### src/rtl/core/tcf_pkg.sv
// Shared types, constants and the arctangent table of the tilt filter.
package tcf_pkg;

    // Number of CORDIC micro-rotations; the table below supports up to TABLE_LEN.
    localparam int CORDIC_STEPS = 16;
    localparam int TABLE_LEN    = 24;
    localparam int STEP_W       = $clog2(TABLE_LEN);

    localparam int CFG_INDEX_W  = 2;
    localparam int CFG_DATA_W   = 32;

    localparam logic [15:0] BLEND_WEIGHT_RST = 16'd1311;
    localparam logic [31:0] GYRO_GAIN_RST    = 32'd327869;

    typedef enum logic [CFG_INDEX_W-1:0] {
        REG_BLEND_WEIGHT = 2'd0,
        REG_GYRO_GAIN    = 2'd1
    } t_reg_idx;

    // Commands from the controller to the datapath.
    typedef struct packed {
        logic              load;
        logic              step;
        logic              pred;
        logic              wmul;
        logic              finish;
        logic [STEP_W-1:0] step_idx;
    } t_cmd;

    // atan(2^-i) in degrees, Q16, rounded to nearest.
    function automatic logic [21:0] atan_q16(input logic [STEP_W-1:0] idx);
        logic [21:0] t;
        case (idx)
            5'd0:    t = 22'd2949120;
            5'd1:    t = 22'd1740967;
            5'd2:    t = 22'd919879;
            5'd3:    t = 22'd466945;
            5'd4:    t = 22'd234379;
            5'd5:    t = 22'd117304;
            5'd6:    t = 22'd58666;
            5'd7:    t = 22'd29335;
            5'd8:    t = 22'd14668;
            5'd9:    t = 22'd7334;
            5'd10:   t = 22'd3667;
            5'd11:   t = 22'd1833;
            5'd12:   t = 22'd917;
            5'd13:   t = 22'd458;
            5'd14:   t = 22'd229;
            5'd15:   t = 22'd115;
            5'd16:   t = 22'd57;
            5'd17:   t = 22'd29;
            5'd18:   t = 22'd14;
            5'd19:   t = 22'd7;
            5'd20:   t = 22'd4;
            5'd21:   t = 22'd2;
            5'd22:   t = 22'd1;
            default: t = 22'd0;
        endcase
        return t;
    endfunction

endpackage

### src/rtl/core/tcf_in_if.sv
// Input sample channel: raw accelerometer and gyroscope counts.
interface tcf_in_if;
    logic               valid;
    logic               ready;
    logic signed [15:0] accel_x;
    logic signed [15:0] accel_z;
    logic signed [15:0] gyro_y;

    modport source (output valid, output accel_x, output accel_z, output gyro_y, input ready);
    modport sink   (input valid, input accel_x, input accel_z, input gyro_y, output ready);
endinterface

### src/rtl/core/tcf_out_if.sv
// Result channel: filtered angle, accelerometer angle and status flags.
interface tcf_out_if;
    logic               valid;
    logic               ready;
    logic signed [24:0] angle;
    logic signed [23:0] accel_angle;
    logic               skipped;
    logic               saturated;

    modport source (output valid, output angle, output accel_angle, output skipped,
                    output saturated, input ready);
    modport sink   (input valid, input angle, input accel_angle, input skipped,
                    input saturated, output ready);
endinterface

### src/rtl/core/tilt_complementary_filter_core.sv
// Top level of the tilt complementary filter: controller, datapath and channel wiring.
// A result is presented after the input transfer once the CORDIC iterations and the three
// blend stages (PRED, WMUL, FINISH) have run; FINISH waits while the output register is full.
// A new sample is taken only once the previous one has finished, as the CORDIC unit is shared.
// A finished result waits in the output register while the next sample is taken.
// Reset (i_rst_n low at a clock edge) clears the angle, the handshake state and
// loads the default blend weight and gyro gain.
module tilt_complementary_filter_core (
    input  logic                            i_clk,
    input  logic                            i_rst_n,
    tcf_in_if.sink                          i_sample,
    tcf_out_if.source                       o_result,
    input  logic                            i_cfg_we,
    input  logic [tcf_pkg::CFG_INDEX_W-1:0] i_cfg_index,
    input  logic [tcf_pkg::CFG_DATA_W-1:0]  i_cfg_data
);
    import tcf_pkg::*;

    // Command bundle from the sequencer to the arithmetic.
    t_cmd cmd;
    logic in_ready;
    logic out_valid;

    // The controller steps through the CORDIC iterations and the blend stages,
    // and owns the valid flag of the output register.
    tcf_ctrl u_ctrl (
        .i_clk       (i_clk),
        .i_rst_n     (i_rst_n),
        .i_in_valid  (i_sample.valid),
        .o_in_ready  (in_ready),
        .i_out_ready (o_result.ready),
        .o_out_valid (out_valid),
        .o_cmd       (cmd)
    );

    // The datapath holds the configuration registers, the stored angle,
    // the CORDIC vectoring unit and the result payload.
    tcf_dp u_dp (
        .i_clk         (i_clk),
        .i_rst_n       (i_rst_n),
        .i_cmd         (cmd),
        .i_accel_x     (i_sample.accel_x),
        .i_accel_z     (i_sample.accel_z),
        .i_gyro_y      (i_sample.gyro_y),
        .i_cfg_we      (i_cfg_we),
        .i_cfg_index   (i_cfg_index),
        .i_cfg_data    (i_cfg_data),
        .o_angle       (o_result.angle),
        .o_accel_angle (o_result.accel_angle),
        .o_skipped     (o_result.skipped),
        .o_saturated   (o_result.saturated)
    );

    // A sample transfer happens only while the sequencer is idle.
    assign i_sample.ready = in_ready;
    assign o_result.valid = out_valid;

endmodule

### src/rtl/core/tcf_ctrl.sv
// Sequencer for the tilt filter: CORDIC iterations, blend steps and output slot.
module tcf_ctrl (
    input  logic          i_clk,
    input  logic          i_rst_n,
    input  logic          i_in_valid,
    output logic          o_in_ready,
    input  logic          i_out_ready,
    output logic          o_out_valid,
    output tcf_pkg::t_cmd o_cmd
);
    import tcf_pkg::*;

    typedef enum logic [2:0] {
        S_IDLE,
        S_CORDIC,
        S_PRED,
        S_WMUL,
        S_FINISH
    } t_state;

    localparam logic [STEP_W-1:0] LAST_STEP = STEP_W'(CORDIC_STEPS - 1);

    t_state            r_state;
    logic [STEP_W-1:0] r_step;
    logic              r_out_valid;
    logic              slot_free;
    t_cmd              cmd;

    assign slot_free = !r_out_valid || i_out_ready;

    always_comb begin
        cmd          = '0;
        cmd.step_idx = r_step;
        cmd.load     = (r_state == S_IDLE) && i_in_valid;
        cmd.step     = (r_state == S_CORDIC);
        cmd.pred     = (r_state == S_PRED);
        cmd.wmul     = (r_state == S_WMUL);
        cmd.finish   = (r_state == S_FINISH) && slot_free;
    end

    always_ff @(posedge i_clk) begin
        if (!i_rst_n) begin
            r_state     <= S_IDLE;
            r_step      <= '0;
            r_out_valid <= 1'b0;
        end else begin
            if (cmd.finish) begin
                r_out_valid <= 1'b1;
            end else if (i_out_ready) begin
                r_out_valid <= 1'b0;
            end
            case (r_state)
                S_IDLE: begin
                    r_step <= '0;
                    if (i_in_valid) begin
                        r_state <= S_CORDIC;
                    end
                end
                S_CORDIC: begin
                    r_step <= r_step + 1'b1;
                    if (r_step == LAST_STEP) begin
                        r_state <= S_PRED;
                    end
                end
                S_PRED: begin
                    r_state <= S_WMUL;
                end
                S_WMUL: begin
                    r_state <= S_FINISH;
                end
                S_FINISH: begin
                    if (slot_free) begin
                        r_state <= S_IDLE;
                    end
                end
                default: begin
                    r_state <= S_IDLE;
                end
            endcase
        end
    end

    assign o_in_ready  = (r_state == S_IDLE);
    assign o_out_valid = r_out_valid;
    assign o_cmd       = cmd;

    a_load_starts_cordic: assert property (@(posedge i_clk) disable iff (!i_rst_n)
        cmd.load |=> (r_state == S_CORDIC) && (r_step == '0))
        else $error("load did not start the CORDIC at step zero");

    a_step_bound: assert property (@(posedge i_clk) disable iff (!i_rst_n)
        (r_state == S_CORDIC) |-> (r_step <= LAST_STEP))
        else $error("CORDIC step counter ran past the last step");

    a_last_step_to_pred: assert property (@(posedge i_clk) disable iff (!i_rst_n)
        (r_state == S_CORDIC) && (r_step == LAST_STEP) |=> (r_state == S_PRED))
        else $error("CORDIC did not hand over to the blend after the last step");

    a_finish_shows_result: assert property (@(posedge i_clk) disable iff (!i_rst_n)
        cmd.finish |=> r_out_valid && (r_state == S_IDLE))
        else $error("finished result not presented");

endmodule

### src/rtl/core/tcf_dp.sv
// Datapath of the tilt filter: CORDIC vectoring unit, blend arithmetic, output register.
module tcf_dp (
    input  logic                             i_clk,
    input  logic                             i_rst_n,
    input  tcf_pkg::t_cmd                    i_cmd,
    input  logic signed [15:0]               i_accel_x,
    input  logic signed [15:0]               i_accel_z,
    input  logic signed [15:0]               i_gyro_y,
    input  logic                             i_cfg_we,
    input  logic [tcf_pkg::CFG_INDEX_W-1:0]  i_cfg_index,
    input  logic [tcf_pkg::CFG_DATA_W-1:0]   i_cfg_data,
    output logic signed [24:0]               o_angle,
    output logic signed [23:0]               o_accel_angle,
    output logic                             o_skipped,
    output logic                             o_saturated
);
    import tcf_pkg::*;

    localparam logic signed [24:0] ACC_MAX   = 25'sd5898240;
    localparam logic signed [36:0] ANGLE_MAX = 37'sd11796480;

    logic [15:0]        r_w;
    logic [31:0]        r_gain;
    logic signed [24:0] r_filt;

    logic signed [31:0] r_x;
    logic signed [31:0] r_y;
    logic signed [24:0] r_z;
    logic               r_skip;
    logic signed [48:0] r_gprod;
    logic signed [33:0] r_pred;
    logic signed [23:0] r_acc;
    logic signed [51:0] r_wprod;

    logic signed [24:0] out_angle;
    logic signed [23:0] out_acc;
    logic               out_sat;

    logic [16:0]        abs_z;
    logic signed [31:0] dx;
    logic signed [31:0] dy;
    logic signed [24:0] t_ang;
    logic signed [48:0] g_rnd;
    logic signed [33:0] n_pred;
    logic signed [23:0] n_acc;
    logic signed [34:0] diff;
    logic signed [52:0] mix;
    logic signed [36:0] nv;
    logic signed [24:0] nv_clip;
    logic               nv_sat;

    // Configuration registers.
    always_ff @(posedge i_clk) begin
        if (!i_rst_n) begin
            r_w    <= BLEND_WEIGHT_RST;
            r_gain <= GYRO_GAIN_RST;
        end else if (i_cfg_we) begin
            case (i_cfg_index)
                REG_BLEND_WEIGHT: r_w    <= i_cfg_data[15:0];
                REG_GYRO_GAIN:    r_gain <= i_cfg_data[31:0];
                default: ;
            endcase
        end
    end

    always_comb begin
        abs_z  = i_accel_z[15] ? 17'(-$signed({i_accel_z[15], i_accel_z}))
                               : {1'b0, i_accel_z};
        dx     = r_y >>> i_cmd.step_idx;
        dy     = r_x >>> i_cmd.step_idx;
        t_ang  = $signed({3'b000, atan_q16(i_cmd.step_idx)});
        g_rnd  = r_gprod + 49'sd32768;
        n_pred = {{9{r_filt[24]}}, r_filt} + {g_rnd[48], g_rnd[48:16]};
        if (r_z > ACC_MAX) begin
            n_acc = ACC_MAX[23:0];
        end else if (r_z < -ACC_MAX) begin
            n_acc = 24'(-ACC_MAX);
        end else begin
            n_acc = r_z[23:0];
        end
        // (65536 - w)*pred + w*acc rewritten as 65536*pred + w*(acc - pred).
        diff = {{11{r_acc[23]}}, r_acc} - {r_pred[33], r_pred};
        mix  = {{3{r_pred[33]}}, r_pred, 16'h0000} + {r_wprod[51], r_wprod} + 53'sd32768;
        nv   = mix[52:16];
        nv_sat = 1'b1;
        if (nv > ANGLE_MAX) begin
            nv_clip = ANGLE_MAX[24:0];
        end else if (nv < -ANGLE_MAX) begin
            nv_clip = 25'(-ANGLE_MAX);
        end else begin
            nv_clip = nv[24:0];
            nv_sat  = 1'b0;
        end
        if (r_skip) begin
            out_angle = r_filt;
            out_acc   = '0;
            out_sat   = 1'b0;
        end else begin
            out_angle = nv_clip;
            out_acc   = r_acc;
            out_sat   = nv_sat;
        end
    end

    // Stored filter state.
    always_ff @(posedge i_clk) begin
        if (!i_rst_n) begin
            r_filt <= '0;
        end else if (i_cmd.finish) begin
            r_filt <= out_angle;
        end
    end

    // Working registers; at most one multiply per stage.
    always_ff @(posedge i_clk) begin
        if (i_cmd.load) begin
            r_x     <= $signed({1'b0, abs_z, 14'h0000});
            r_y     <= $signed({{2{i_accel_x[15]}}, i_accel_x, 14'h0000});
            r_z     <= '0;
            r_skip  <= (i_accel_x == 16'sd0) && (i_accel_z == 16'sd0);
            r_gprod <= i_gyro_y * $signed({1'b0, r_gain});
        end
        if (i_cmd.step) begin
            if (!r_y[31]) begin
                r_x <= r_x + dx;
                r_y <= r_y - dy;
                r_z <= r_z + t_ang;
            end else begin
                r_x <= r_x - dx;
                r_y <= r_y + dy;
                r_z <= r_z - t_ang;
            end
        end
        if (i_cmd.pred) begin
            r_pred <= n_pred;
            r_acc  <= n_acc;
        end
        if (i_cmd.wmul) begin
            r_wprod <= $signed({1'b0, r_w}) * diff;
        end
        if (i_cmd.finish) begin
            o_angle       <= out_angle;
            o_accel_angle <= out_acc;
            o_skipped     <= r_skip;
            o_saturated   <= out_sat;
        end
    end

endmodule
### src/flat_wrapper.sv
// flat-port wrapper written by rule: the top's interface ports become plain ports
module tilt_complementary_filter_core_flat import tcf_pkg::*;
  (i_clk, i_rst_n, i_cfg_we, i_cfg_index, i_cfg_data, i_sample_valid, i_sample_accel_x, i_sample_accel_z, i_sample_gyro_y, i_sample_ready, o_result_valid, o_result_angle, o_result_accel_angle, o_result_skipped, o_result_saturated, o_result_ready);
  tcf_in_if i_sample_i ();
  tcf_out_if o_result_i ();
  input  logic i_clk;
  input  logic i_rst_n;
  input  logic i_cfg_we;
  input  logic [tcf_pkg::CFG_INDEX_W-1:0] i_cfg_index;
  input  logic [tcf_pkg::CFG_DATA_W-1:0] i_cfg_data;
  input wire logic [$bits(i_sample_i.valid)-1:0] i_sample_valid;
  input wire logic [$bits(i_sample_i.accel_x)-1:0] i_sample_accel_x;
  input wire logic [$bits(i_sample_i.accel_z)-1:0] i_sample_accel_z;
  input wire logic [$bits(i_sample_i.gyro_y)-1:0] i_sample_gyro_y;
  output wire logic [$bits(i_sample_i.ready)-1:0] i_sample_ready;
  output wire logic [$bits(o_result_i.valid)-1:0] o_result_valid;
  output wire logic [$bits(o_result_i.angle)-1:0] o_result_angle;
  output wire logic [$bits(o_result_i.accel_angle)-1:0] o_result_accel_angle;
  output wire logic [$bits(o_result_i.skipped)-1:0] o_result_skipped;
  output wire logic [$bits(o_result_i.saturated)-1:0] o_result_saturated;
  input wire logic [$bits(o_result_i.ready)-1:0] o_result_ready;
  assign i_sample_i.valid = i_sample_valid;
  assign i_sample_i.accel_x = i_sample_accel_x;
  assign i_sample_i.accel_z = i_sample_accel_z;
  assign i_sample_i.gyro_y = i_sample_gyro_y;
  assign i_sample_ready = i_sample_i.ready;
  assign o_result_valid = o_result_i.valid;
  assign o_result_angle = o_result_i.angle;
  assign o_result_accel_angle = o_result_i.accel_angle;
  assign o_result_skipped = o_result_i.skipped;
  assign o_result_saturated = o_result_i.saturated;
  assign o_result_i.ready = o_result_ready;
  tilt_complementary_filter_core u_core (.i_clk(i_clk), .i_rst_n(i_rst_n), .i_sample(i_sample_i), .o_result(o_result_i), .i_cfg_we(i_cfg_we), .i_cfg_index(i_cfg_index), .i_cfg_data(i_cfg_data));
endmodule
### config.mk
export PLATFORM = sky130hd
export DESIGN_NAME = tilt_complementary_filter_core_flat
export DESIGN_NICKNAME = d
export VERILOG_FILES = /design/src/rtl/core/tcf_pkg.sv /design/src/rtl/core/tcf_in_if.sv /design/src/rtl/core/tcf_out_if.sv /design/src/rtl/core/tilt_complementary_filter_core.sv /design/src/rtl/core/tcf_ctrl.sv /design/src/rtl/core/tcf_dp.sv /design/src/flat_wrapper.sv
export SDC_FILE = /design/constraint.sdc
export NUM_CORES = 2
export LEC_CHECK = 0
export BUFFER_PORTS_ARGS = -buffer_cell sky130_fd_sc_hd__buf_2
export CAP_MARGIN = 25
export CELL_PAD_IN_SITES_DETAIL_PLACEMENT = 0
export CELL_PAD_IN_SITES_GLOBAL_PLACEMENT = 1
export CORE_AREA = 3 3 368 406
export DETAILED_ROUTE_END_ITERATION = 12
export DIE_AREA = 0 0 371 409
export GPL_ROUTABILITY_DRIVEN = 1
export PLACE_DENSITY = 0.84
export SETUP_SLACK_MARGIN = 0.5
export SLEW_MARGIN = 25
export SYNTH_ARGS = -nofsm -noshare
export SYNTH_HDL_FRONTEND = slang
export SYNTH_HIERARCHICAL = 1
export SYNTH_SLANG_ARGS = --single-unit
### constraint.sdc
create_clock -name i_clk -period 10.7 [get_ports i_clk]
set_input_delay 1.07 -clock i_clk [delete_from_list [all_inputs] [get_ports i_clk]]
set_output_delay 1.07 -clock i_clk [all_outputs]
set_load 0.02 [all_outputs]
==> results.ini <==
[sta]
fin_setup_tns_ns = 0
maxSlewHeadroom = 0.259
post-route-period-util = 0.912
hold_violations = 0
worst_pin_slew_ns = 1.11
rsz0062_at_grt = true
finClkSkew_ns = 0.0349
setup_slack_ns = 0.944
fmax_mhz = 103
setup_viol = 0
fin_crit_ns = 9.76
drv_slew = 0

[clocking]
cts_max_level = 2
clk_path_buf_depth = 3
insertion_delay_ns = 0.65
cts_made_buffers = 45
clkSlewWorstSetupHoldPaths_ns = 0.06
numClockSinks = 352
cts_root_buf = clkbuf_16
cts_tree = built
hold_buffers = 0

[grt]
grt_pass1_vias = 51476
grt_max_degree = 74
grt_pass1_wl_mm = 285
grt_use_total = 0.237
grt.overflow.total = 0
grt_antenna_before_repair = 3

[synthesis]
synth_seq_cells = 352
syn-instance-count = 7131
synthTopCellsByArea = fa_1 (30%), edfxtp_1 (13%), ha_1 (9.3%)
yosysWarnings = 6
synth-seq-area-share = 0.153
yosysUniqueCellTypes = 103
postSynthAreaPerCell_um2 = 8.96
synthFlopType = edfxtp_1
synth-async-reset-ratio = 0
synth.top_cell.area_share = 0.297
synth_edf_count = 270
syn-cell-area_um2 = 63900
yosysTopAreaCell = fa_1
synth_fp_nets = 8638

[placed_design]
dp_slack_ns = 0.385
hpwl_mm = 138
post_dp_cell_area_um2 = 66400
io_buffers = 139
gp_congestion = 0.919

[detailed_routing]
wl_per_cell_um = 19.6
viasPerCell = 5.47
route.detailed.drc = 0
first_pass_iters = 6
ant_nets = 0
vias = 49554
drt-initial-drc-count = 3721
routed_wl_mm = 178

[worst_setup_path]
reg2regPathDepth = 38
arrival_ns = 10.12
cpPeakStageDelay_ns = 0.64
cp_max_fo = 8
reg2reg_slack_ns = 0.94
cp-endpoint = u_core/u_dp/r_wprod[51]
r2r_end = u_core/u_dp/r_wprod[51]
crit_required_ns = 11.06
cp-startpoint = u_core/u_dp/r_pred[0]
timing.rr.start = u_core/u_dp/r_pred[0]
crit_type = flip-flop to flip-flop
endpoint_kind = flip-flop
slowest_stage = fa_2
start_kind = flip-flop

[floorplan]
pin_count = 140
dieHeight_um = 409
row_count = 147
start_util = 0.438
die_x_um = 371
core_area_um2 = 146000
die-area_um2 = 152000

[cells_and_area]
fill_cells = 13943
nNetsFinal = 8593
design_area_um2 = 68200
area_growth_pct = 6.73
post-route-util = 0.468
final_common_cell = inv_1
drive_above_1_share = 0.0715
mostFrequentLayoutCells = inv_1 (1,144), nand2_1 (1,065), fa_1 (943), ha_1 (473), and2_1 (382)

[worst_hold_path]
whs_path_depth = 2
hp-class = flip-flop to flip-flop

[run]
maxCapViolCount = 0

[power]
power_w = 0.0134
power.density_nw_per_um2 = 196
p_leak_nw = 31.1
irDropWorstVdd_mv = 0.214

[status]
status = complete, no violations

-- power by group --
| part | switching (W) | total [W] | leakage, nW | internal (W) |
|---|---|---|---|---|
| sequential | 0.000292 | 0.00234 | 3.27 | 0.00205 |
| clock | 0.000692 | 0.00170 | 0.788 | 0.00101 |
| combinational | 0.00532 | 0.00934 | 27.1 | 0.00402 |
-- kinds of logic (layout without fill, tap and decap cells) --
group / Yosys count / after routing / share of synthesized area
other: 0 / 2 / 0
DFF: 352 / 352 / 0.153
adders and majority gates: 1420 / 1420 / 0.389
buffers and inverters: 1490 / 1482 / 0.0902
and+or+nand+nor: 2378 / 2378 / 0.177
muxes: 164 / 164 / 0.0445
AOI/OAI and AO/OA: 988 / 988 / 0.0995
xor gates and xnor gates: 339 / 339 / 0.0465
-- synthesized netlist by cell type (18+ instances only) --
library cell,n
nor4_1,27
a21boi_0,51
o31ai_1,40
and2_1,384
nor3_1,84
a21o_1,112
mux2_2,36
o21bai_1,23
a31oi_1,31
mux4_2,54
a211oi_1,30
o211ai_1,33
inv_1,1147
fa_1,947
o21ai_0,210
a21oi_1,272
nor2b_1,106
o21a_1,39
nor2_1,319
xor2_1,130
ha_1,473
nand2b_1,84
or2_2,18
xnor2_1,209
edfxtp_1,270
a311oi_1,20
nand2_1,1065
mux4_1,29
buf_1,19
nand4_1,37
mux2i_1,41
clkbuf_1,281
and3_1,65
dfxtp_1,82
nand3_1,113
-- metal layers --
layer | GRT usage | routed length, um | vias up
met5 | 0 | 13 | -
met4 | 0.0691 | 5520 | 2
met3 | 0.0290 | 10600 | 306
met2 | 0.401 | 86200 | 1545
met1 | 0.318 | 75400 | 24776
li1 | - | - | 22925
-- flip-flops by register name, indices dropped and copies added (netlist names), 25 cells and up --
| register | flops |
|---|---|
| u_core/u_dp/o_angle | 25 |
| u_core/u_dp/r_filt | 25 |
| u_core/u_dp/r_gain | 32 |
| u_core/u_dp/r_gprod | 34 |
| u_core/u_dp/r_pred | 34 |
| u_core/u_dp/r_wprod | 37 |
| u_core/u_dp/r_x | 32 |
| u_core/u_dp/r_y | 32 |
| u_core/u_dp/r_z | 25 |
-- cell type report --
cell class / instances / area, um^2 / area share
clock buffers: 50 / 1150 / 0.0169
clock inverters: 34 / 487 / 0.00714
repair buffers: 246 / 1500 / 0.0220
well taps: 1937 / 2420 / 0.0355
multi-input cells: 5289 / 48500 / 0.712
inverters: 1152 / 4320 / 0.0634
flip-flops and latches: 352 / 9760 / 0.143
diodes: 2 / 5.00 / 0.0000734
-- metrics by stage --
stage / instances / hold WS [ns]
floorplan: 7131 / 0.424
global placement: 8967 / 0.457
detailed placement: 8967 / 0.468
CTS: 9052 / 0.477
global route: 9060 / 0.498
finish: 9062 / 0.472
-- worst min path at each step --
stage	slack, ns	to	start
final	0.47	u_core/u_dp/r_w[15]	u_core/u_dp/r_w[15]
after global routing	0.50	u_core/u_dp/r_w[15]	u_core/u_dp/r_w[15]
after CTS	0.48	u_core/u_dp/r_w[15]	u_core/u_dp/r_w[15]
after detailed placement	0.47	u_core/u_dp/r_w[15]	u_core/u_dp/r_w[15]
after global placement	0.46	u_core/u_dp/r_w[15]	u_core/u_dp/r_w[15]
after floorplan	0.42	u_core/u_dp/o_skipped	u_core/u_dp/r_skip
-- critical path, delay by kind of cell (launching register included) --
kind / cells / cell delay [ns]
xor gates and xnor gates: 1 / 0.08
adders and majority gates: 9 / 4.28
DFF: 1 / 0.41
buffers and inverters: 4 / 0.30
AOI/OAI and AO/OA: 20 / 3.95
and+or+nand+nor: 4 / 0.45
-- repair_timing --
action	4_1_cts	5_1_grt
pin swaps	1	10
resized for setup	2	25
buffers inserted	1	8
endpoints found under the setup margin	4	14
Power figures use the tool's default switching activity.
